===== src/design/csp_pkg.sv =====
package csp_pkg;

    // Nanoseconds in one second.
    localparam logic [29:0] NS_PER_SEC = 30'd1000000000;

    // Nanoseconds in two seconds, the upper bound for the divider correction.
    localparam logic [31:0] NS_PER_TWO_SEC = 32'd2000000000;

    // floor(2^61 / 1e9). Multiplying product bits [60:30] by this and keeping
    // bits [61:31] gives a quotient estimate that is low by at most two.
    localparam logic [31:0] RECIP = 32'd2305843009;

    // Quotient bits kept by the divider and width of the product it divides.
    localparam int QUO_W = 31;
    localparam int REM_W = 61;

    // Products at or above this limit give a quotient that no longer fits in
    // QUO_W bits; such a target always exceeds any total.
    localparam logic [71:0] SAT_LIMIT = {42'd0, NS_PER_SEC} << QUO_W;

    // One beat moving through the divider stages.
    typedef struct packed {
        logic             valid;
        logic             start;
        logic             ovf;
        logic [REM_W-1:0] rem;
        logic [QUO_W-1:0] quo;
    } csp_div_t;

endpackage


===== src/design/csp_scale.sv =====
module csp_scale (
    input  logic                clk,
    input  logic                rst_n,
    input  logic [2:0]          en,
    input  logic                in_valid,
    input  logic                in_start,
    input  logic [47:0]         in_now,
    input  logic [23:0]         send_rate,
    output logic [1:0]          stage_valid,
    output csp_pkg::csp_div_t   out_stage
);

    logic [47:0] start_time_reg;
    logic        a_valid_reg;
    logic        a_start_reg;
    logic [47:0] a_elapsed_reg;
    logic [47:0] elapsed_next;
    logic        b_valid_reg;
    logic        b_start_reg;
    logic [47:0] b_phi_reg;
    logic [47:0] b_plo_reg;
    logic        c_valid_reg;
    logic        c_start_reg;
    logic        c_ovf_reg;
    logic [60:0] c_rem_reg;
    logic [71:0] product_next;

    // A start beat is evaluated against its own time stamp.
    assign elapsed_next = in_start ? 48'd0 : in_now - start_time_reg;
    assign product_next = {b_phi_reg, 24'd0} + {24'd0, b_plo_reg};

    always_ff @(posedge clk or negedge rst_n)
    begin
        if (!rst_n)
        begin
            start_time_reg <= 48'd0;
            a_valid_reg    <= 1'b0;
            b_valid_reg    <= 1'b0;
            c_valid_reg    <= 1'b0;
        end
        else
        begin
            if (en[0] && in_valid && in_start)
            begin
                start_time_reg <= in_now;
            end
            if (en[0])
            begin
                a_valid_reg <= in_valid;
            end
            if (en[1])
            begin
                b_valid_reg <= a_valid_reg;
            end
            if (en[2])
            begin
                c_valid_reg <= b_valid_reg;
            end
        end
    end

    always_ff @(posedge clk)
    begin
        if (en[0])
        begin
            a_start_reg   <= in_start;
            a_elapsed_reg <= elapsed_next;
        end
        if (en[1])
        begin
            b_start_reg <= a_start_reg;
            b_phi_reg   <= {24'd0, a_elapsed_reg[47:24]} * {24'd0, send_rate};
            b_plo_reg   <= {24'd0, a_elapsed_reg[23:0]} * {24'd0, send_rate};
        end
        if (en[2])
        begin
            c_start_reg <= b_start_reg;
            c_ovf_reg   <= (product_next >= csp_pkg::SAT_LIMIT);
            c_rem_reg   <= product_next[60:0];
        end
    end

    assign stage_valid     = {b_valid_reg, a_valid_reg};
    assign out_stage.valid = c_valid_reg;
    assign out_stage.start = c_start_reg;
    assign out_stage.ovf   = c_ovf_reg;
    assign out_stage.rem   = c_rem_reg;
    assign out_stage.quo   = '0;

endmodule


===== config.mk =====
export PLATFORM = sky130hd
export DESIGN_NAME = csp_scale
export DESIGN_NICKNAME = d
export VERILOG_FILES = /design/src/design/csp_pkg.sv /design/src/design/csp_scale.sv
export SDC_FILE = /design/constraint.sdc
export NUM_CORES = 2
export LEC_CHECK = 0
export ABC_AREA = 1
export CORE_ASPECT_RATIO = 0.75
export CORE_MARGIN = 2
export CORE_UTILIZATION = 60
export DETAILED_ROUTE_END_ITERATION = 6
export DONT_BUFFER_PORTS = 1
export PLACE_DENSITY_LB_ADDON = 0.25
export REMOVE_ABC_BUFFERS = 1
export SLEW_MARGIN = 10
export SYNTH_ARGS = -nofsm -noshare
export SYNTH_HDL_FRONTEND = slang
export SYNTH_SLANG_ARGS = --single-unit
export TNS_END_PERCENT = 20

===== constraint.sdc =====
create_clock -name clk -period 8 [get_ports clk]
set_clock_uncertainty 0.2 [all_clocks]
set_input_delay 1.6 -clock clk [delete_from_list [all_inputs] [get_ports clk]]
set_output_delay 1.6 -clock clk [all_outputs]
set_load 0.02 [all_outputs]

=== After elaboration in Yosys (flattened, before gate mapping) ===
Index checks and enable logic that the tools add are counted.

* Add/subtract/negate cells: 2
* Multiply operators: 2
* $lt $le $gt $ge: 1
* Reduce and logical (&&, ||, !) cells: 2

{| class="wikitable"
|+ Operators by type and width
! kind !! number
|-
| multiplier 24 x 24 -> 48 bit || 2
|-
| adder 72 x 48 -> 72 bit || 1
|-
| greater-or-equal comparator 72 x 61 -> 1 bit (second input constant) || 1
|-
| subtractor 48 bit || 1
|-
| logical AND 1 bit || 2
|}

* Register bits after elaboration: 260
* Input bits: 79
* Output and inout bits: 97
* Logic and storage cells: 19

=== Depth between registers and ports, before layout ===
* Word-level depth: 2
* Depth in mapped cells: 31
* Mapped depth without buffers: 30

=== Least setup slack after synthesis ===
Ideal clock, no wire load.

* Path kind: input port to flip-flop
* From: in send_rate[1]
* To: reg b_plo_reg[45], data pin
* Library setup time: 256 ps
* Arrival: 7334 ps
* Data required time: 7544 ps
* Path slack: 210 ps
* Stages: 29
* Buffers on the path: 2
* Cells stage by stage: clkbuf_1 > clkbuf_1 > nand2_1 > inv_1 > fa_1 > fa_1 > inv_1 > fa_1 > inv_1 > fa_1 > inv_1 > fa_1 > inv_1 > fa_1 > inv_1 > fa_1 > inv_1 > ha_1 > a21oi_1 > o21ai_0 > a21oi_1 > inv_1 > nand2_1 > nand3_1 > a21o_1 > nand2_1 > inv_2 > o21ai_1 > nand2_1

* Longest elaborated chain between the ends: 1

{| class="wikitable"
|+ Ends and longest elaborated chain
! what !! line !! source
|-
| start: declaration || csp_scale.sv:8 || <nowiki>input logic [23:0] send_rate,</nowiki>
|-
| multiplier 24 x 24 -> 48 bit || csp_scale.sv:73 || <nowiki>b_plo_reg <= {24'd0, a_elapsed_reg[23:0]} * {24'd0, send_rate};</nowiki>
|-
| end signal: assignment || csp_scale.sv:73 ||
|-
| end: declaration || csp_scale.sv:21 || <nowiki>logic [47:0] b_plo_reg;</nowiki>
|}

Every way passes these cells.
A chain may end at the register's enable or synchronous reset.

=== Worst setup path after layout ===
* From: reg a_elapsed_reg[5]
* To: reg b_plo_reg[47], data pin

* Longest elaborated chain between the ends: 1

{| class="wikitable"
|+ Ends and longest elaborated chain
! what !! line !! source
|-
| start: declaration || csp_scale.sv:16 || <nowiki>logic [47:0] a_elapsed_reg;</nowiki>
|-
| start signal: assignment || csp_scale.sv:67 || <nowiki>a_elapsed_reg <= elapsed_next;</nowiki>
|-
| multiplier 24 x 24 -> 48 bit || csp_scale.sv:73 ||
|}

Every way passes these cells.

==> summary.md <==
| Metric | Value |
|---|---|
| Outcome | finished, final reports clean |
| Largest net degree at the start of global routing | 100 |
| Multi-input gate area | 37600 um2 |
| Synth warn | 0 |
| Final worst path period need | 7.44 ns |
| Die W | 350 um |
| FP Rows | 95 |
| Final period util | 93.0% |
| Library cells used by synthesis | 49 |
| Post-synthesis adder-cell area fraction | 45.6% |
| Worst skew pair latency | 0.62 ns |
| Cell Area, Placed | 54900 um2 |
| PostCTS Resize Cnt | 0 |
| Via count | 42.5k |
| Share of layout cells above drive strength 1 | 2.99% |
| Fillers | 7861 |
| Core area | 89300 um2 |
| Sink Count | 260 |
| Slowest stage cell, crit path | edfxtp_1 |
| R2R Setup Slk | 0.56 ns |
| Setup tns final | 0 ns |
| Reg2reg path depth | 21 |
| Avg WL per Cell | 18.2 um |
| Die H | 263 um |
| Hold Crit Class | register to register |
| Half-perimeter wire length after detailed placement | 115000 um |
| Largest family of logic cells by synthesized area | adder cells |
| Element type at the critical path end | register |
| Primary FF master, synth | edfxtp_1 |
| Final Slew Violations | 0 |
| Routed WL | 145000 um |
| Clock-pin slew on the worst setup and hold paths | 0.06 ns |
| XOR/XNOR Fraction of Synth Area | 1.72% |
| Cts hold-fix bufs | 0 |
| Depth of the CTS H-tree | 1 |
| # diodes | 0 |
| CP Cell Sequence | nand2_1, fa_1, inv_1, fa_1, fa_1, fa_1, fa_1, fa_1, inv_1, fa_1, inv_1, ha_1, nand2_1, nor2_1, inv_1, nor4_1, nand3_1, nand3_1, nand2_1, nand3_1, xor2_1 |
| Reg-to-reg startpoint | a_elapsed_reg[5]$_SDFFCE_PP0P_ |
| Post-synth EDFFs | 209 |
| Flops & latches, synth | 260 |
| Required time of the critical path | 8.18 ns |
| FF/Latch Area | 7550 um2 |
| Die ar. | 92200 um2 |
| Worst Path Arrival | 7.62 ns |
| Fin cells | 7977 |
| Syn avg cell area | 7.83 um2 |
| Reg2reg end | b_plo_reg[47]$_DFFE_PP_ |
| Placed Cells | 7919 |
| PortBufs | 0 |
| Post-synthesis instance total | 6874 |
| Fraction of registers with async set or reset after synthesis | 19.6% |
| Postcts setup bufs | 0 |
| First-pass GRT wire length | 237000 um |
| GPL Wtd Cong | 0.974 |
| Hold path depth | 0 |
| Nets | 8204 |
| Num CTS Buffers | 31 |
| Initial antenna violation count | 1 |
| Clk buf depth | 3 |
| Grt total ovfl | 0 |
| Max FFs per register | 61 |
| CP Max Fanout | 24 |
| # DRC | 0 |
| CTS tree | yes |
| Vias per inst | 5.33 |
| Area delta synth->final | 3.82% |
| CP most frequent cell | fa_1 |
| DRT Pass-1 Iters | 5 |
| Final Hold Fails | 0 |
| RSZ-0062 raised after global routing | false |
| CTS root buf | clkbuf_16 |
| Mux cell area share after synthesis | 0.0418% |
| Endpoints failing setup | 0 |
| Number of global-route vias before repair | 44.5k |
| Max Fclk | 134 MHz |
| Worst-Margin Slew | 1.24 ns |
| Simple-gate share of the synthesized area | 17.0% |
| Register area share after synthesis | 14.0% |
| Total GRT Usage | 32.8% |
| # IOs | 176 |
| Post-route ant nets | 0 |
| Initial DRC count | 3584 |
| Post-Syn Area | 53800 um2 |
| Compound-Gate Fraction of Synth Area | 5.23% |
| Max-cap violations | 0 |
| Worst Hold Path EP | c_rem_reg[17]$_DFFE_PP_ |
| Initial Utilization | 60.3% |
| Final instance area | 55900 um2 |
| Min-delay src | b_plo_reg[17]$_DFFE_PP_ |
| Kind of critical path | register to register |
| CP max stage delay | 1.16 ns |
| Startpoint types | register |
| Slew HR | 17.2% |
-- layout by cell type, fill, tap and decap left out, types with 14 or more instances in the layout --
cell	synthesis	final
fa_1	966	966
conb_1	1	31
nor2_1	284	284
clkbuf_16	0	31
buf_4	36	70
xnor2_1	31	31
inv_2	16	16
dfrtp_1	51	51
nand2_1	1781	1781
nor2_2	14	14
nand4_1	19	19
edfxtp_1	209	209
inv_1	2025	2025
xor2_1	75	75
nor4_1	14	14
o21a_1	18	18
a21oi_1	277	277
o21ai_0	126	126
nor3_1	27	27
a21o_1	16	16
ha_1	419	419
nand3_1	99	98
nand2_2	18	18
a31oi_1	27	27
-- critical path: cells and delay by family, from the launching register on --
kind	cells	cell delay (ns)
adders and majority gates	8	4.01
and+or+nand+nor	8	1.49
DFF	1	1.16
buffers and inverters	4	0.25
xor gates and xnor gates	1	0.07
-- routing by layer --
metal / GRT usage (%) / wire [um] / up-vias
met3: 9.74 / 17900 / 236
li1: - / - / 19600
met1: 48.9 / 64300 / 20600
met5: 0 / 13 / -
met4: 6.80 / 3180 / 2
met2: 47.6 / 59500 / 2141
-- through the flow --
stage / hold WS (ns) / setup WS, ns / util (%)
CTS: 0.217 / 0.708 / 62.6
finish: 0.216 / 0.562 / 62.6
floorplan: 0.200 / 0.722 / -
detailed placement: 0.205 / 0.247 / 61.5
global placement: 0.201 / 0.254 / 61.5
global route: 0.222 / 0.335 / 62.6
-- synth_stat cells (7+ instances only) --
library cell	n	area, um2
buf_4	36	270
a31oi_1	27	169
nor3_2	7	70.1
xor2_1	75	657
nand2_1	1781	6690
nor4_1	14	87.6
nor2_1	284	1070
inv_1	2025	7600
nor3_1	27	135
nand2_2	18	113
nand3_1	99	495
o21bai_1	12	90.1
o21ai_0	126	631
a21o_1	16	120
nand3_2	7	70.1
nand3b_1	9	67.6
nor2_2	14	87.6
fa_1	966	19300
clkbuf_1	198	743
edfxtp_1	209	6280
dfrtp_1	51	1280
inv_2	16	60.1
ha_1	419	5240
nand4_1	19	119
xnor2_1	31	272
o21a_1	18	135
a21oi_1	277	1390
buf_1	33	124
o21ai_1	11	55.1
-- area by class of cell --
type	instances	share of cell area, %
multi-input combinational	4336	67.3
inverter	2041	13.7
sequential	260	13.5
tap	1212	2.71
clock buffer	38	1.47
timing repair buffer	70	0.940
clock inverter	20	0.365
-- worst max path at each step --
| stage | from | slack [ns] | depth (start not counted) | end |
|---|---|---|---|---|
| finish | a_elapsed_reg[5]$_SDFFCE_PP0P_ | 0.56 | 21 | b_plo_reg[47]$_DFFE_PP_ |
| global placement | send_rate[0] | 0.25 | 23 | b_plo_reg[34]$_DFFE_PP_ |
| CTS | a_elapsed_reg[5]$_SDFFCE_PP0P_ | 0.71 | 21 | b_plo_reg[47]$_DFFE_PP_ |
| detailed placement | send_rate[9] | 0.25 | 25 | b_phi_reg[45]$_DFFE_PP_ |
| global route | a_elapsed_reg[5]$_SDFFCE_PP0P_ | 0.33 | 21 | b_plo_reg[47]$_DFFE_PP_ |
| floorplan | send_rate[0] | 0.72 | 25 | b_phi_reg[43]$_DFFE_PP_ |
-- logic make-up (layout without fill, tap and decap cells) --
| kind of cell | count (synthesis) | count (layout) |
|---|---|---|
| buffers and inverters | 2308 | 2169 |
| other | 1 | 31 |
| XOR/XNOR | 106 | 106 |
| AO/OA/AOI/OAI | 515 | 515 |
| flip-flops | 260 | 260 |
| adder cells (fa/ha/maj) | 1385 | 1385 |
| multiplexers | 2 | 2 |
| AND/OR/NAND/NOR | 2297 | 2297 |
Power is left out: the tool's default activity adds up to more than one toggle a clock period on the data nets, which glitch-free logic cannot reach.
