===== src/design/csp_pkg.sv =====
package csp_pkg;

    // Nanoseconds in one second.
    localparam logic [29:0] NS_PER_SEC = 30'd1000000000;

    // Nanoseconds in two seconds, the upper bound for the divider correction.
    localparam logic [31:0] NS_PER_TWO_SEC = 32'd2000000000;

    // floor(2^61 / 1e9). Multiplying product bits [60:30] by this and keeping
    // bits [61:31] gives a quotient estimate that is low by at most two.
    localparam logic [31:0] RECIP = 32'd2305843009;

    // Quotient bits kept by the divider and width of the product it divides.
    localparam int QUO_W = 31;
    localparam int REM_W = 61;

    // Products at or above this limit give a quotient that no longer fits in
    // QUO_W bits; such a target always exceeds any total.
    localparam logic [71:0] SAT_LIMIT = {42'd0, NS_PER_SEC} << QUO_W;

    // One beat moving through the divider stages.
    typedef struct packed {
        logic             valid;
        logic             start;
        logic             ovf;
        logic [REM_W-1:0] rem;
        logic [QUO_W-1:0] quo;
    } csp_div_t;

endpackage


===== src/design/csp_track.sv =====
module csp_track (
    input  logic              clk,
    input  logic              rst_n,
    input  csp_pkg::csp_div_t in_stage,
    input  logic [30:0]       total_sends,
    input  logic              m_tready,
    output logic              en,
    output logic              m_tvalid,
    output logic [30:0]       burst,
    output logic [31:0]       first_seq,
    output logic [30:0]       largest_burst,
    output logic              done_res
);

    logic        out_valid_reg;
    logic [30:0] burst_reg;
    logic [31:0] first_seq_reg;
    logic [30:0] largest_reg;
    logic        done_reg;
    logic [30:0] sent_count_reg;
    logic [30:0] max_burst_reg;
    logic [31:0] seq_number_reg;
    logic        running_reg;

    logic        take;
    logic        run_cur;
    logic [30:0] sent_cur;
    logic [30:0] max_cur;
    logic [31:0] seq_cur;
    logic [31:0] target_raw;
    logic [30:0] target;
    logic [30:0] burst_next;
    logic [30:0] sent_count_next;
    logic [30:0] max_burst_next;
    logic [31:0] seq_number_next;
    logic        running_next;
    logic        done_next;

    assign en   = !out_valid_reg || m_tready;
    assign take = en && in_stage.valid;

    always_comb
    begin
        // A start beat evaluates against a freshly cleared run.
        run_cur  = in_stage.start || running_reg;
        sent_cur = in_stage.start ? 31'd0 : sent_count_reg;
        max_cur  = in_stage.start ? 31'd0 : max_burst_reg;
        seq_cur  = in_stage.start ? 32'd0 : seq_number_reg;

        target_raw = in_stage.ovf ? 32'h8000_0000 : {1'b0, in_stage.quo} + 32'd1;
        target     = (target_raw > {1'b0, total_sends}) ? total_sends : target_raw[30:0];

        if (run_cur && (target > sent_cur))
        begin
            burst_next = target - sent_cur;
        end
        else
        begin
            burst_next = 31'd0;
        end

        max_burst_next  = (burst_next > max_cur) ? burst_next : max_cur;
        seq_number_next = seq_cur + {1'b0, burst_next};
        sent_count_next = sent_cur + burst_next;
        running_next    = run_cur && !(sent_count_next >= total_sends);
        done_next       = !running_next && (sent_count_next >= total_sends);
    end

    always_ff @(posedge clk or negedge rst_n)
    begin
        if (!rst_n)
        begin
            out_valid_reg  <= 1'b0;
            sent_count_reg <= 31'd0;
            max_burst_reg  <= 31'd0;
            seq_number_reg <= 32'd0;
            running_reg    <= 1'b0;
        end
        else
        begin
            if (en)
            begin
                out_valid_reg <= in_stage.valid;
            end
            if (take)
            begin
                sent_count_reg <= sent_count_next;
                max_burst_reg  <= max_burst_next;
                seq_number_reg <= seq_number_next;
                running_reg    <= running_next;
            end
        end
    end

    always_ff @(posedge clk)
    begin
        if (take)
        begin
            burst_reg     <= burst_next;
            first_seq_reg <= seq_cur;
            largest_reg   <= max_burst_next;
            done_reg      <= done_next;
        end
    end

    assign m_tvalid      = out_valid_reg;
    assign burst         = burst_reg;
    assign first_seq     = first_seq_reg;
    assign largest_burst = largest_reg;
    assign done_res      = done_reg;

endmodule

===== config.mk =====
export PLATFORM = sky130hd
export DESIGN_NAME = csp_track
export DESIGN_NICKNAME = d
export VERILOG_FILES = /design/src/design/csp_pkg.sv /design/src/design/csp_track.sv
export SDC_FILE = /design/constraint.sdc
export NUM_CORES = 1
export LEC_CHECK = 0
export BUFFER_PORTS_ARGS = -buffer_cell sky130_fd_sc_hd__buf_2
export CAP_MARGIN = 20
export CORE_MARGIN = 4
export CORE_UTILIZATION = 59
export CTS_CLUSTER_SIZE = 25
export DETAILED_ROUTE_END_ITERATION = 10
export HOLD_SLACK_MARGIN = 0.12
export PLACE_DENSITY = 0.82
export SLEW_MARGIN = 25
export SYNTH_ARGS = -nofsm -noshare
export SYNTH_HDL_FRONTEND = slang
export SYNTH_SLANG_ARGS = --single-unit

===== constraint.sdc =====
create_clock -name clk -period 7.88 [get_ports clk]
set_input_delay 1.97 -clock clk [delete_from_list [all_inputs] [get_ports clk]]
set_output_delay 1.97 -clock clk [all_outputs]
set_load 0.05 [all_outputs]

==> results.md, run 1 <==
* Synthesized area at 15410 sq um
* Ranking of synthesized cells by area: edfxtp_1 19%, dfrtp_1 16%, ha_1 15%
* GR Overflow Total at 5
* Gp weighted congestion at 0.9784
* Synth top area share at 18.51%
* Cell variety after synth at 85
* Cell at the root of the clock tree: clkbuf_16
* CTS Hold Buffers Added at 0
* Count of input and output buffers at 164
* DP HPWL at 37270 um
* TritonCTS Buffers at 17
* H-tree Lvls at 4
* Mean post-synth cell area at 8.929 sq um
* CTS Sinks at 191
* All-Layer GR Usage at 72.75%
* Initial Util at 60.50%
* Post-synth EDFFs at 95
* Top_reg_cell synth: dfrtp_1
* Cell row count at 58
* Tool Error: [ERROR GRT-0232] Routing congestion too high. Check the congestion heatmap in the GUI.
* Largest net degree at the start of global routing at 93
* Dpl ws at -3.866 ns
* Synth Instances at 1726
* Die Wd at 169.6 um
* Status: did not finish
* Post-synth net total at 2037
* Worst endpoint type: register input
* Ys Warns at 0
* Async SR Flop Fraction at 50.26%
* Grt repair worst endpoint: running_reg$_DFFE_PN0P_/D
* Seq/Total Area, Yosys at 34.10%
* Die boundary height at 169.6 um
* Deepest clock path buffer count at 2
* Stop stage: 5_1_grt
* Initial antenna violation count at 14
* # IOs at 226
* Yosys top cell by area: edfxtp_1
* Synth Register Bits at 191
[metrics by stage]
step | area [sq um] | TNS [ns] | instances | hold WS [ns]
2_1_floorplan | 15620 | -206.71 | 1726 | 0.4309
3_3_place_gp | 20500 | -296.75 | 2670 | 0.4433
3_5_place_dp | 20500 | -358.62 | 2670 | 0.4549
4_1_cts | 22700 | -231.21 | 2765 | 0.4739
[cells by family after synthesis]
kind of cell    synth area share, %
mux                           1.892
simple gates                  18.93
buf+inv                       4.441
flops                         34.10
fa+ha+maj                     15.39
compound gates                19.46
xor+xnor                      5.797
[metal layers]
metal,global-route usage [%],GRT overflow
met2,88.71,3
met1,71.99,0
met5,22.07,0
met3,58.70,0
met4,73.85,2
[cell usage after synthesis, drive strengths merged (28+ instances only)]
cell	n
a21o	44
a21oi	107
a22o	32
clkbuf	41
dfrtp	96
edfxtp	95
ha	179
inv	116
nand2	223
nand2b	84
nand3	28
nand4	32
nor2	90
nor2b	62
o21a	34
o21ai	131
xnor2	56
xor2	46
[repair_timing]
action                                  4_1_cts
pin swaps                                    92
endpoints found under the setup margin      139
resized for setup                           226
gates cloned                                  8
buffers inserted                             56
==> inputs of run 2 (changes only) <==
--- a/config.mk
+++ b/config.mk
@@ -8,11 +8,9 @@
 export BUFFER_PORTS_ARGS = -buffer_cell sky130_fd_sc_hd__buf_2
 export CAP_MARGIN = 20
 export CORE_MARGIN = 4
-export CORE_UTILIZATION = 59
-export CTS_CLUSTER_SIZE = 25
+export CORE_UTILIZATION = 40
 export DETAILED_ROUTE_END_ITERATION = 10
-export HOLD_SLACK_MARGIN = 0.12
-export PLACE_DENSITY = 0.82
+export PLACE_DENSITY_LB_ADDON = 0.15
 export SLEW_MARGIN = 25
 export SYNTH_ARGS = -nofsm -noshare
 export SYNTH_HDL_FRONTEND = slang
==> run 2 against run 1 <==
- the flow now finishes, with violations (setup timing)
- synthesized area unchanged
- synthesized cell count unchanged
==> results.md, run 2 <==
* Status: finished with violations (was did not finish)
* Failing checks: setup timing
* Yosys top cell by area: edfxtp_1 (unchanged)
* Initial DRC count at 770
* Initial antenna violation count at 0
* Post-Layout Inst Area at 24330 sq um
* Synth Register Bits at 191 (unchanged)
* Via count at 15300
* Final worst slack at -3.033 ns
* Cell variety after synth at 85 (unchanged)
* GRT busiest layer: met2
* Critical path destination: running_reg$_DFFE_PN0P_
* Worst path slowest cell: fa_2
* Leakage Power at 11.80 nW
* GR Overflow Total at 0
* Final #Nets at 2763
* All-Layer GR Usage at 22.34%
* Worst Path Max Fanout at 7
* Compound-Gate Fraction of Synth Area at 19.46% (unchanged)
* CP bufs+invs at 7
* First drt pass iteration count at 8
* CP arrival at 11.31 ns
* Relative slew margins at 49.41%
* Final setup fails at 130
* # DRC at 0
* Cell at the root of the clock tree: clkbuf_16 (unchanged)
* CTS Sinks at 191 (unchanged)
* Met2 Use GR at 36.38%
* Cell repeated most along the worst path: a21oi_2
* Initial Util at 40.72% (was 60.50%)
* Dpl ws at -4.289 ns (was -3.866 ns)
* Vias in the first global route at 14840
* Ys Warns at 0 (unchanged)
* Synth top area share at 18.51% (unchanged)
* Ranking of synthesized cells by area: edfxtp_1 19%, dfrtp_1 16%, ha_1 15% (unchanged)
* Min Clock Period, post-route at 10.91 ns
* Post-Synth Adder-Cell Area at 15.39% (unchanged)
* Hold_ws at 0.4724 ns
* Worst slew pin tran at 0.7588 ns
* TritonCTS Buffers at 17 (unchanged)
* Critical path origin: in_stage[8]
* Fin. max-slew vios at 0
* Mean post-synth cell area at 8.929 sq um (unchanged)
* Die ar. at 41730 sq um
* Async SR Flop Fraction at 50.26% (unchanged)
* Total of max-cap violations at 0
* Most common cell in the netlist: nand2_1 (unchanged)
* Area Overhead vs Synth at 57.87%
* Antenna cells at 0
* Final Power at 9.522 mW
* Cell row count at 71 (was 58)
* Fmax achieved at 0.09163 GHz
* Post-synth net total at 2037 (unchanged)
* CP max stage delay at 0.41 ns
* Synth top cells by count: 222 x nand2_1, 179 x ha_1, 115 x inv_1 (unchanged)
* Critical path data required time at 8.28 ns
* Power per cell area at 391.4 nW/um^2
* Startpoint type of the worst setup path: input pin
* Worst path depth at 58
* FF-to-FF Start: sent_count_reg[22]$_DFFE_PN0P_
* Top_reg_cell synth: dfrtp_1 (unchanged)
* Top Family by Delay on Critical Path: compound AO/OA/AOI/OAI gates
* Count of input and output buffers at 164 (unchanged)
* Unrepaired setup endpoints after global routing: yes
* Gp weighted congestion at 0.9045 (was 0.9784)
* Deepest clock path buffer count at 2 (unchanged)
* Routed Antenna Nets at 0
* DP HPWL at 36640 um (was 37270 um)
* Tightest Hold Check Type: reg -> reg
* Synth Instances at 1726 (unchanged)
* Reg2Reg Depth at 38
* Worst r2r dst: running_reg$_DFFE_PN0P_
* Max IR drop VDD at 0.0003079 V
* Main combinational cell family by area after synthesis: compound AO/OA/AOI/OAI gates (unchanged)
* # placed instances at 2854 (was 2670)
* Final hold vios at 0
* Critical path type: in -> reg
* Core area at 37840 sq um
* Post-synthesis mux area share at 1.892% (unchanged)
* Die boundary height at 204.3 um (was 169.6 um)
* Non-filler cells, final at 2976
* First-pass GRT wire length at 75580 um
* Simple-gate share of the synthesized area at 18.93% (unchanged)
* FF-to-FF setup slack at 1.53 ns
* Die Wd at 204.3 um (was 169.6 um)
* Via-to-Cell Ratio at 5.142
* H-tree Lvls at 4 (unchanged)
* Most frequent cells in the layout: 528 x buf_4, 188 x nand2_1, 157 x buf_2
* WL final at 50470 um
* # IOs at 226 (unchanged)
* Met1 Usage GRT at 31.67%
* CTS tree: yes
* Critical path endpoint category: register
* Synthesized area at 15410 sq um (unchanged)
* Clk_lat worst skew at 0.46 ns
* Final Skew at 0.01491 ns
* DP Area at 20730 sq um (was 20500 sq um)
* Seq/Total Area, Yosys at 34.10% (unchanged)
* Drt wl/cell at 16.96 um
* Met3 Usage GRT at 2.190%
* Share of layout cells above drive strength 1 at 45.27%
* Worst-path clk slew at 0.08 ns
* Post-synth EDFFs at 95 (unchanged)
* Tcrit/Tclk final at 138.5%
* Most common cell after layout, fill and taps aside: buf_4
* Largest net degree at the start of global routing at 69
* Xor/xnor share of the synthesized area at 5.797% (unchanged)
run 2: cell counts after synthesis:
Identical to the previous run, type by type.
run 2: cell families after synthesis:
logic type	after synthesis
buffers and inverters	176
and+or+nand+nor	589
xor gates and xnor gates	102
AOI/OAI and AO/OA	451
adders and majority gates	189
muxes	28
DFF	191
run 2: report_power, final:
part	internal [mW]	total, mW	switching (mW)
logic	3.45	7.09	3.64
clock network	0.445	0.875	0.430
registers	1.44	1.56	0.123
run 2: per-layer routing:
| layer | up-vias | wire length [um] |
|---|---|---|
| li1 | 7648 | - |
| met1 | 7213 | 23250 |
| met2 | 363 | 23680 |
| met3 | 79 | 2002 |
| met4 | 0 | 1540 |
| met5 | - | 0 |
run 2: layout make-up:
class / instances / area (sq um)
clock buffers: 20 / 436.7
clock inverters: 12 / 125.1
fillers: 3137 / 13510
inverters: 116 / 445.4
multi-input cells: 1360 / 11480
flip-flops and latches: 191 / 5255
well taps: 511 / 639.4
repair buffers: 766 / 5947
run 2: worst min-delay path by stage:
stage	startpoint	to	slack (ns)	cells after the start
3_3_place_gp	seq_number_reg[14]$_DFFE_PN0P_	seq_number_reg[14]$_DFFE_PN0P_	0.44	2
2_1_floorplan	seq_number_reg[14]$_DFFE_PN0P_	seq_number_reg[14]$_DFFE_PN0P_	0.43	2
3_5_place_dp	sent_count_reg[8]$_DFFE_PN0P_	sent_count_reg[8]$_DFFE_PN0P_	0.46	2
4_1_cts	sent_count_reg[8]$_DFFE_PN0P_	sent_count_reg[8]$_DFFE_PN0P_	0.48	2
6_report	sent_count_reg[8]$_DFFE_PN0P_	sent_count_reg[8]$_DFFE_PN0P_	0.47	2
5_1_grt	seq_number_reg[15]$_DFFE_PN0P_	seq_number_reg[15]$_DFFE_PN0P_	0.50	2
run 2: repair_timing:
action,CTS,global route
setup endpoints to repair,155,140
hold buffers,0,0
cloned,3,11
pin swaps,79,192
buffers inserted,30,62
resized for setup,157,313
hold endpoints to repair,0,0
run 2: worst reg2reg max path: cells and delay by family (launching register included):
kind	cells	cell delay (ns)
DFF	1	0.36
AOI/OAI and AO/OA	16	2.30
adders and majority gates	3	1.06
and+or+nand+nor	12	1.42
xor gates and xnor gates	1	0.23
buffers and inverters	6	0.94
run 2: per-stage QoR:
| stage | utilization [%] | setup TNS [ns] |
|---|---|---|
| after floorplan | - | -206.71 |
| after global placement | 54.79 | -395.79 |
| after detailed placement | 54.79 | -430.88 |
| after CTS | 58.75 | -198.58 |
| after global routing | 64.29 | -258.10 |
| final | 64.29 | -211.17 |
Note: power is estimated with default switching activity, not from simulation.
