--- config.mk ---
export PLATFORM = sky130hd
export DESIGN_NAME = csp_div_stage
export DESIGN_NICKNAME = d
export VERILOG_FILES = /design/src/design/csp_pkg.sv /design/src/design/csp_div_stage.sv
export SDC_FILE = /design/constraint.sdc
export NUM_CORES = 1
export LEC_CHECK = 0
export ABC_AREA = 0
export ABC_CLOCK_PERIOD_IN_PS = 13700
export BUFFER_PORTS_ARGS = -buffer_cell sky130_fd_sc_hd__buf_4
export CAP_MARGIN = 10
export CORE_MARGIN = 3
export CORE_UTILIZATION = 55
export DETAILED_ROUTE_END_ITERATION = 7
export PLACE_DENSITY = 0.73
export REMOVE_ABC_BUFFERS = 1
export SYNTH_ARGS = -nofsm -noshare
export SYNTH_HDL_FRONTEND = slang
export SYNTH_SLANG_ARGS = --single-unit
--- constraint.sdc ---
create_clock -name clk -period 13.7 [get_ports clk]
set_input_delay 2.74 -clock clk [delete_from_list [all_inputs] [get_ports clk]]
set_output_delay 2.74 -clock clk [all_outputs]
set_load 0.05 [all_outputs]
--- src/design/csp_pkg.sv ---
package csp_pkg;

    // Nanoseconds in one second.
    localparam logic [29:0] NS_PER_SEC = 30'd1000000000;

    // Nanoseconds in two seconds, the upper bound for the divider correction.
    localparam logic [31:0] NS_PER_TWO_SEC = 32'd2000000000;

    // floor(2^61 / 1e9). Multiplying product bits [60:30] by this and keeping
    // bits [61:31] gives a quotient estimate that is low by at most two.
    localparam logic [31:0] RECIP = 32'd2305843009;

    // Quotient bits kept by the divider and width of the product it divides.
    localparam int QUO_W = 31;
    localparam int REM_W = 61;

    // Products at or above this limit give a quotient that no longer fits in
    // QUO_W bits; such a target always exceeds any total.
    localparam logic [71:0] SAT_LIMIT = {42'd0, NS_PER_SEC} << QUO_W;

    // One beat moving through the divider stages.
    typedef struct packed {
        logic             valid;
        logic             start;
        logic             ovf;
        logic [REM_W-1:0] rem;
        logic [QUO_W-1:0] quo;
    } csp_div_t;

endpackage

--- src/design/csp_div_stage.sv ---
module csp_div_stage (
    input  logic              clk,
    input  logic              rst_n,
    input  logic [2:0]        en,
    input  csp_pkg::csp_div_t in_stage,
    output logic [1:0]        stage_valid,
    output csp_pkg::csp_div_t out_stage
);

    logic                      d_valid_reg;
    logic                      d_start_reg;
    logic                      d_ovf_reg;
    logic [31:0]               d_plo_reg;
    logic [csp_pkg::QUO_W-1:0] d_qest_reg;
    logic                      e_valid_reg;
    logic                      e_start_reg;
    logic                      e_ovf_reg;
    logic [31:0]               e_plo_reg;
    logic [31:0]               e_back_reg;
    logic [csp_pkg::QUO_W-1:0] e_qest_reg;
    logic                      f_valid_reg;
    logic                      f_start_reg;
    logic                      f_ovf_reg;
    logic [csp_pkg::QUO_W-1:0] f_quo_reg;
    logic [61:0]               recip_prod;
    logic [csp_pkg::QUO_W-1:0] qest_next;
    logic [31:0]               back_next;
    logic [31:0]               rem_lo;
    logic [csp_pkg::QUO_W-1:0] quo_next;

    // The estimate comes from the upper product bits only, so it never
    // exceeds the true quotient and falls short of it by at most two.
    assign recip_prod = {31'd0, in_stage.rem[csp_pkg::REM_W-1:30]} * {30'd0, csp_pkg::RECIP};
    assign qest_next  = recip_prod[61:31];

    // The remainder left by the estimate stays below three billion, so the
    // low 32 bits of the product and of the back-multiply are enough.
    assign back_next = {1'b0, d_qest_reg} * {2'd0, csp_pkg::NS_PER_SEC};
    assign rem_lo    = e_plo_reg - e_back_reg;

    always_comb
    begin
        if (rem_lo >= csp_pkg::NS_PER_TWO_SEC)
        begin
            quo_next = e_qest_reg + 31'd2;
        end
        else if (rem_lo >= {2'd0, csp_pkg::NS_PER_SEC})
        begin
            quo_next = e_qest_reg + 31'd1;
        end
        else
        begin
            quo_next = e_qest_reg;
        end
    end

    always_ff @(posedge clk or negedge rst_n)
    begin
        if (!rst_n)
        begin
            d_valid_reg <= 1'b0;
            e_valid_reg <= 1'b0;
            f_valid_reg <= 1'b0;
        end
        else
        begin
            if (en[0])
            begin
                d_valid_reg <= in_stage.valid;
            end
            if (en[1])
            begin
                e_valid_reg <= d_valid_reg;
            end
            if (en[2])
            begin
                f_valid_reg <= e_valid_reg;
            end
        end
    end

    always_ff @(posedge clk)
    begin
        if (en[0])
        begin
            d_start_reg <= in_stage.start;
            d_ovf_reg   <= in_stage.ovf;
            d_plo_reg   <= in_stage.rem[31:0];
            d_qest_reg  <= qest_next;
        end
        if (en[1])
        begin
            e_start_reg <= d_start_reg;
            e_ovf_reg   <= d_ovf_reg;
            e_plo_reg   <= d_plo_reg;
            e_back_reg  <= back_next;
            e_qest_reg  <= d_qest_reg;
        end
        if (en[2])
        begin
            f_start_reg <= e_start_reg;
            f_ovf_reg   <= e_ovf_reg;
            f_quo_reg   <= quo_next;
        end
    end

    assign stage_valid     = {e_valid_reg, d_valid_reg};
    assign out_stage.valid = f_valid_reg;
    assign out_stage.start = f_start_reg;
    assign out_stage.ovf   = f_ovf_reg;
    assign out_stage.rem   = '0;
    assign out_stage.quo   = f_quo_reg;

endmodule

=== After elaboration in Yosys (flattened, before gate mapping) ===
Cells that the tools add are included.

* Flip-flop bits (word level): 189
* Input port bits: 100
* Output and inout bits: 97

* Add/subtract/negate cells: 3
* Multiply operators: 2
* Order comparisons: 2
* Muxes and demuxes: 2

{| class="wikitable"
|+ Operator list
! cell !! number
|-
| $mul A31 B32 Y62 const B || 1
|-
| $mux W31 || 2
|-
| $ge A32 B30 Y1 const B || 1
|-
| $ge A32 B31 Y1 const B || 1
|-
| $sub A32 B32 Y32 || 1
|-
| $add A31 B1 Y31 const B || 1
|-
| $add A31 B2 Y31 const B || 1
|-
| $mul A31 B21 Y23 const B || 1
|}

=== Longest topological paths before layout ===
Gate-level depths: netlist of run 1.

* Depth in word-level cells: 4
* Gate-level depth with buffers: 28
* Mapped depth without buffers: 28

=== Least setup slack after synthesis of run 1 ===
Ideal clock, no wire load.

* Path type: input port to flip-flop
* Start: in in_stage[71] (netlist bit)
* End: reg d_qest_reg[28] (netlist bit) (data pin)
* Arrival time: 9.542 ns
* Path slack: 3.887 ns
* Stages: 24
* Buffers on the path: 0
* Cell sequence: inv_1 > fa_1 > inv_1 > fa_1 > fa_1 > inv_1 > fa_1 > inv_1 > fa_1 > fa_1 > fa_1 > ha_1 > ha_1 > a21o_1 > a21o_1 > a21o_1 > a221o_1 > a31oi_1 > o21a_1 > o21ai_1 > a21o_1 > a211oi_1 > nor4_1 > or4b_1

* Longest elaborated chain between the ends: 1

{| class="wikitable"
|+ RTL lines
! item !! RTL line !! source
|-
| start: declaration || csp_div_stage.sv:5 || <nowiki>input csp_pkg::csp_div_t in_stage,</nowiki>
|-
| $mul A31 B32 Y62 || csp_div_stage.sv:33 || <nowiki>assign recip_prod = {31'd0, in_stage.rem[csp_pkg::REM_W-1:30]} * {30'd0, csp_pkg::RECIP};</nowiki>
|-
| net recip_prod[59] || csp_div_stage.sv:25 || <nowiki>logic [61:0] recip_prod;</nowiki>
|-
| end signal: assignment || csp_div_stage.sv:89 || <nowiki>d_qest_reg <= qest_next;</nowiki>
|-
| end: declaration || csp_div_stage.sv:14 || <nowiki>logic [csp_pkg::QUO_W-1:0] d_qest_reg;</nowiki>
|}

The timed path passes the listed nets, and every way through them passes these cells.
A chain may end at the register's enable or synchronous reset.

=== Worst setup path in the final report of run 1 ===
* Start: in in_stage[75] (netlist bit)
* End: reg d_qest_reg[28] (netlist bit) (data pin)

The elaborated chain is that of the path after synthesis.

==> results.cfg, run 1 <==
[final_layout]
area_growth_pct = 6.795
stdcell_count = 2951
n_fill_cell = 3645
drive_gt1_share_pct = 6.994
postLayoutCoreUtil_pct = 60.09
diodes = 0
nNetsFinal = 3296

[clocking]
clockRootBuffer = clkbuf_16
cts.sinks = 169
cts_buffer_depth = 2
hold_buffers = 0
clkTransAtPathRegs_ns = 0.07
htreeDepth = 4
cts_made_buffers = 17
insertion_delay_ns = 0.45
post-cts-setup-buffers = 0
cts_resized = 0
tritoncts = yes

[hold_path]
min_to = e_plo_reg[22]$_DFFE_PP_
whs_path_depth = 0
hold_path_startpoint = d_plo_reg[22]$_DFFE_PP_
hold_path_class = flip-flop to flip-flop

[yosys]
synth_edf_count = 166
ys_async_sr_fraction_pct = 1.775
syn_area_um2 = 25100
synth_flop_cell = edfxtp_1
yosysSeqAreaShare_pct = 20.16
synthCells = 2244
ys_types = 85
ys_ff_latch = 169
ys_warn_count = 0
avgSynthCellArea_um2 = 11.18

[global_routing]
grt_use_total_pct = 23.72
gr-total-overflow = 0
antenna_found_initial = 0
grt_first_pass_wirelength_um = 87980
grt_pass1_vias = 17060
grt_max_degree = 79

[worst_setup_path]
end_kind = flip-flop
crit_fanout = 10
r2r_end = e_back_reg[31]$_DFFE_PP_
crit_arrival_ns = 10.91
crit_family = adder cells
r2r_start = d_qest_reg[2]$_DFFE_PP_
cp-start-kind = input port
worstSetupPathType = input port to flip-flop
reg2reg_depth = 20
cp-startpoint = in_stage[75]
path_buf_inv = 7
critPathSlowestCell = a2111oi_0
reg2reg_slack_ns = 7.73
required_ns = 13.89
slowest_delay_ns = 0.66

[sta]
worst_pin_slew_ns = 1.052
rsz0062_at_grt = no
period_needed_ns = 10.72
hold_viol_final = 0
finalMaxSlewViolations = 0
tns_ns = 0
fmax_mhz = 93.31
fin_ws_ns = 2.983
finClkSkew_ns = 0.01183
maxSlewHeadroom_pct = 29.84
period_share_pct = 78.23
setup_viol = 0

[run_status]
outcome = finished, final reports clean

[detailed_routing]
wl_um = 53770
vias_per_cell = 5.299
drtPass1Iterations = 6
wl_per_cell_um = 18.22
drc = 0
first_iter_violations = 764
route.vias.total = 15640
ant_nets = 0

[floorplan]
die_y_um = 219.6
io_pins = 197
core_area_um2 = 44610
start_util_pct = 56.26
dieArea_um2 = 48230
die_w_um = 219.6
row_count = 77

[placed_design]
place_ws_ns = 2.471
gp_congestion = 0.9653
post-place-cells = 2919
io_buffers = 95
hpwlAfterDp_um = 46440

[flow_run]
drv_cap = 0
-- cells in the mapped netlist (3+ instances only) --
cell type / n / area share, %
a2111oi_0: 3 / 0.10
a211o_1: 3 / 0.10
a211oi_1: 12 / 0.36
a211oi_2: 3 / 0.15
a21o_1: 23 / 0.69
a21oi_1: 56 / 1.1
a21oi_2: 3 / 0.10
a221o_1: 3 / 0.12
a31oi_1: 9 / 0.22
and2_1: 6 / 0.15
and3_1: 16 / 0.40
buf_2: 3 / 0.060
buf_4: 66 / 2.0
dfrtp_1: 3 / 0.30
edfxtp_1: 166 / 20
fa_1: 374 / 30
ha_1: 476 / 24
inv_1: 603 / 9.0
mux2_2: 4 / 0.18
mux2i_1: 3 / 0.12
nand2_1: 45 / 0.67
nand2b_1: 3 / 0.075
nand3_1: 18 / 0.36
nand4_1: 11 / 0.27
nor2_1: 46 / 0.69
nor2b_1: 15 / 0.37
nor3_1: 20 / 0.40
nor3_2: 4 / 0.16
nor4_1: 8 / 0.20
nor4_4: 3 / 0.25
o211ai_1: 7 / 0.21
o21a_1: 10 / 0.30
o21ai_0: 31 / 0.62
o21ai_1: 3 / 0.060
o21bai_1: 7 / 0.21
o31ai_1: 3 / 0.090
xnor2_1: 68 / 2.4
xor2_1: 50 / 1.7
-- layer usage --
metal  GRT usage (%)  part of all wire, %  vias up
met5               0                    0        -
met4           7.426                  2.8        0
met3           3.613                  5.1       89
met2           41.33                   51      360
met1           30.59                   42     7873
li1                -                    -     7315
-- layout by cell type (no fill, tap or decap), types with 4 or more instances in the layout --
cell       netlist  layout
nor3_1          20      20
a21o_1          23      23
nor3_2           4       4
inv_1          603     603
clkbuf_16        0      17
mux2_2           4       4
o21ai_0         31      31
nand3_1         18      18
conb_1           1      61
fa_1           374     374
nor2b_1         15      15
a21oi_1         56      56
clkinv_4         0       4
nor4_1           8       8
o211ai_1         7       7
and2_1           6       6
a31oi_1          9       9
and3_1          16      16
ha_1           476     476
xnor2_1         68      68
buf_4           66      96
xor2_1          50      50
nor2_1          46      46
nand4_1         11      11
edfxtp_1       166     166
a211oi_1        12      12
nand2_1         45      45
o21bai_1         7       7
o21a_1          10      10
-- stage by stage --
stage               area, um^2  hold slack (ns)
floorplan                24780           0.4003
global placement         26240           0.4033
detailed placement       26240           0.4052
CTS                      26800           0.4169
global route             26800           0.4148
finish                   26800           0.4160
-- area by class of cell --
cell class              instances  area (um^2)  share of cell area (%)
clock inverters                13        116.4                  0.4342
flip-flops and latches        169         5060                   18.88
repair buffers                 96        720.7                   2.689
well taps                     592        740.7                   2.764
clock buffers                  19        442.9                   1.653
inverters                     603         2263                   8.445
multi-input cells            1459        17460                   65.14
-- logic make-up after synthesis --
family,after synthesis,share of synthesized area (%)
simple gates,214,4.707
mux,9,0.4487
xor+xnor,119,4.183
other cells,1,0.01494
buf+inv,676,11.17
flops,169,20.16
compound gates,206,5.748
fa+ha+maj,850,53.56
-- how the worst max path moves through the flow --
| stage | to | slack (ns) | depth (start not counted) |
|---|---|---|---|
| 6_report | d_qest_reg[28]$_DFFE_PP_ | 2.98 | 27 |
| 4_1_cts | d_qest_reg[28]$_DFFE_PP_ | 2.96 | 27 |
| 3_5_place_dp | d_qest_reg[28]$_DFFE_PP_ | 2.47 | 27 |
| 2_1_floorplan | d_qest_reg[28]$_DFFE_PP_ | 3.89 | 24 |
| 5_1_grt | d_qest_reg[28]$_DFFE_PP_ | 2.42 | 27 |
| 3_3_place_gp | d_qest_reg[28]$_DFFE_PP_ | 2.60 | 27 |
Power of run 1 is not shown: default switching activity piles up to over one toggle a cycle in this logic, so the estimate is an artifact.
==> run 2, diff against run 1 <==
--- a/config.mk
+++ b/config.mk
@@ -5,14 +5,14 @@
 export SDC_FILE = /design/constraint.sdc
 export NUM_CORES = 1
 export LEC_CHECK = 0
-export ABC_AREA = 0
-export ABC_CLOCK_PERIOD_IN_PS = 13700
+export ABC_AREA = 1
+export ABC_CLOCK_PERIOD_IN_PS = 8600
 export BUFFER_PORTS_ARGS = -buffer_cell sky130_fd_sc_hd__buf_4
 export CAP_MARGIN = 10
 export CORE_MARGIN = 3
 export CORE_UTILIZATION = 55
 export DETAILED_ROUTE_END_ITERATION = 7
-export PLACE_DENSITY = 0.73
+export PLACE_DENSITY = 0.76
 export REMOVE_ABC_BUFFERS = 1
 export SYNTH_ARGS = -nofsm -noshare
 export SYNTH_HDL_FRONTEND = slang
==> constraint.sdc (replaced) <==
create_clock -name clk -period 8.6 [get_ports clk]
set_input_delay 1.72 -clock clk [delete_from_list [all_inputs] [get_ports clk]]
set_output_delay 1.72 -clock clk [all_outputs]
set_load 0.05 [all_outputs]
==> run 2 against run 1 <==
Synthesized area grew 11%. Final cell count up 30%. Synthesized cell count is 37% higher. Setup slack got worse by 2.3 ns. Count of clock-buffer cells in the layout fell by 2. Flip-flop and latch count is the same. Via count rose by 27%. Die area up 11%. Design area grew 11%. Clock skew up 0.0032 ns. Largest cell class unchanged.
==> results.cfg, run 2 <==
[placed_design]
placed_area_um2 = 29220
hpwlAfterDp_um = 55550
io_buffers = 95
gp_congestion = 0.9567

[detailed_routing]
vias_per_cell = 5.182
wl_per_cell_um = 16.81
ant_nets = 0
drc = 0
first_iter_violations = 1337
drtPass1Iterations = 6
route.vias.total = 19940
wl_um = 64670

[final_layout]
multi_input_area_um2 = 19660
drive_gt1_share_pct = 5.749
register_area_um2 = 5060
nNetsFinal = 4120
n_fill_cell = 4241
diodes = 0
finalInstanceArea_um2 = 29850
final_cell_mix = 745 x inv_1, 528 x nand2_1, 476 x ha_1, 374 x fa_1, 166 x edfxtp_1
area_growth_pct = 6.828
layout_commonest_cell = inv_1
postLayoutCoreUtil_pct = 60.24

[yosys]
ys_top_cells_by_count = 745 x inv_1, 528 x nand2_1, 476 x ha_1, 374 x fa_1, 166 x edfxtp_1
syn_area_um2 = 27950
avgSynthCellArea_um2 = 9.100
synth_top_area_share_pct = 26.79
ys_warn_count = 0
yosys.area.top_type = fa_1
synthCells = 3071
yosysSeqAreaShare_pct = 18.11
synth_flop_cell = edfxtp_1
synth_area_leaders = fa_1 27%, ha_1 21%, edfxtp_1 18%
synth_edf_count = 166
ys_async_sr_fraction_pct = 1.775
ys_ff_latch = 169
ys_types = 49
synth.most_common_cell = inv_1

[sta]
rsz0062_at_grt = no
finalMaxSlewViolations = 0
fmax_mhz = 126.7
finClkSkew_ns = 0.01504
period_needed_ns = 7.895
worst_pin_slew_ns = 0.9670
hold_viol_final = 0
period_share_pct = 91.81
setup_viol = 0
tns_ns = 0
maxSlewHeadroom_pct = 35.38
worst_hold_slack_ns = 0.4183

[clocking]
post-cts-setup-buffers = 0
insertion_delay_ns = 0.46
cts_made_buffers = 17
htreeDepth = 4
clkTransAtPathRegs_ns = 0.06
tritoncts = yes
cts_buffer_depth = 2
hold_buffers = 0
cts_resized = 0
cts.sinks = 169
clockRootBuffer = clkbuf_16

[worst_setup_path]
required_ns = 8.80
crit_fanout = 3
reg2reg_slack_ns = 2.32
cp-start-kind = input port
crit_arrival_ns = 8.10
end_kind = flip-flop
worstSetupPathType = input port to flip-flop

[hold_path]
hold_path_class = flip-flop to flip-flop

[floorplan]
dieArea_um2 = 53550
core_area_um2 = 49560
die_y_um = 231.4
start_util_pct = 56.39
die_w_um = 231.4
io_pins = 197
row_count = 81

[global_routing]
grt_first_pass_wirelength_um = 103800
grt_use_total_pct = 24.84
grt_max_degree = 65
grt_pass1_vias = 20430
gr-total-overflow = 0
antenna_found_initial = 0

[flow_run]
drv_cap = 0

[run_status]
outcome = finished, final reports clean
## run 2: changes by cell type in the layout (fill, tap and decap cells not counted), sizes merged, moves of 17 or more
cell	before	now
nand3	18	77
nand4	11	61
xor2	50	101
o21ai	34	51
xnor2	69	32
nor2	46	156
nand2	46	535
a21oi	59	106
inv	607	763
## run 2: stage by stage
stage	worst slack [ns]	std cells
finish	0.7047	3847
global placement	0.2539	3815
global route	0.2828	3847
floorplan	0.7826	3041
CTS	0.7127	3847
detailed placement	0.2395	3815
## run 2: layer usage
metal  GRT usage (%)  up-vias  wire length [um]
met4           8.735        0              2352
met1           31.97     9520             27240
met3           3.171      139              3531
met2           43.27      603             31550
li1                -     9673                 -
met5               0        -                 0
## run 2: path summary, 6_finish.rpt
kind	start	to	depth (start not counted)
worst max-delay path	in_stage[77]	d_qest_reg[30]$_DFFE_PP_	27
worst min-delay path	d_plo_reg[23]$_DFFE_PP_	e_plo_reg[23]$_DFFE_PP_	0
worst max register to register	d_qest_reg[2]$_DFFE_PP_	e_back_reg[31]$_DFFE_PP_	16
worst min register to register	d_plo_reg[23]$_DFFE_PP_	e_plo_reg[23]$_DFFE_PP_	0
max in group asynchronous	rst_n	f_valid_reg$_DFFE_PN0P_	1
min in group asynchronous	rst_n	e_valid_reg$_DFFE_PN0P_	1
## run 2: area by class of cell
cell class                 count  area share, %
inverter                     758          9.530
timing repair buffer         110          2.766
tap                          664          2.783
sequential                   169          16.95
clock buffer                  17          1.425
multi-input combinational   2114          65.84
clock inverter                15         0.7041
## run 2: worst max-delay path, cell delays in order
cell and delay (ns):
buf_4 0.12, fa_1 0.51, fa_1 0.55, inv_1 0.06, fa_1 0.52, inv_1 0.05, fa_1 0.52, fa_1 0.46
fa_1 0.53, fa_1 0.55, inv_1 0.06, fa_1 0.60, inv_1 0.06, ha_1 0.32, a21oi_1 0.17, o21ai_0 0.10
a21oi_1 0.16, nand2_1 0.08, nand2_1 0.06, nand3_1 0.16, a21o_1 0.24, nand2_1 0.06, inv_1 0.03, o21ai_0 0.20
nand2_1 0.07, nand2_1 0.06, nand2_1 0.04
## run 2: cells by family (layout without fill, tap and decap cells)
logic type	count (synthesis)	after routing	share of synthesized area [%]
mux	1	1	0.04029
buf+inv	848	900	12.36
fa+ha+maj	850	850	48.10
other cells	1	61	0.01342
simple gates	869	869	13.20
compound gates	200	200	4.012
flops	169	169	18.11
xor+xnor	133	133	4.168
Power of run 2 is left out for the same reason.
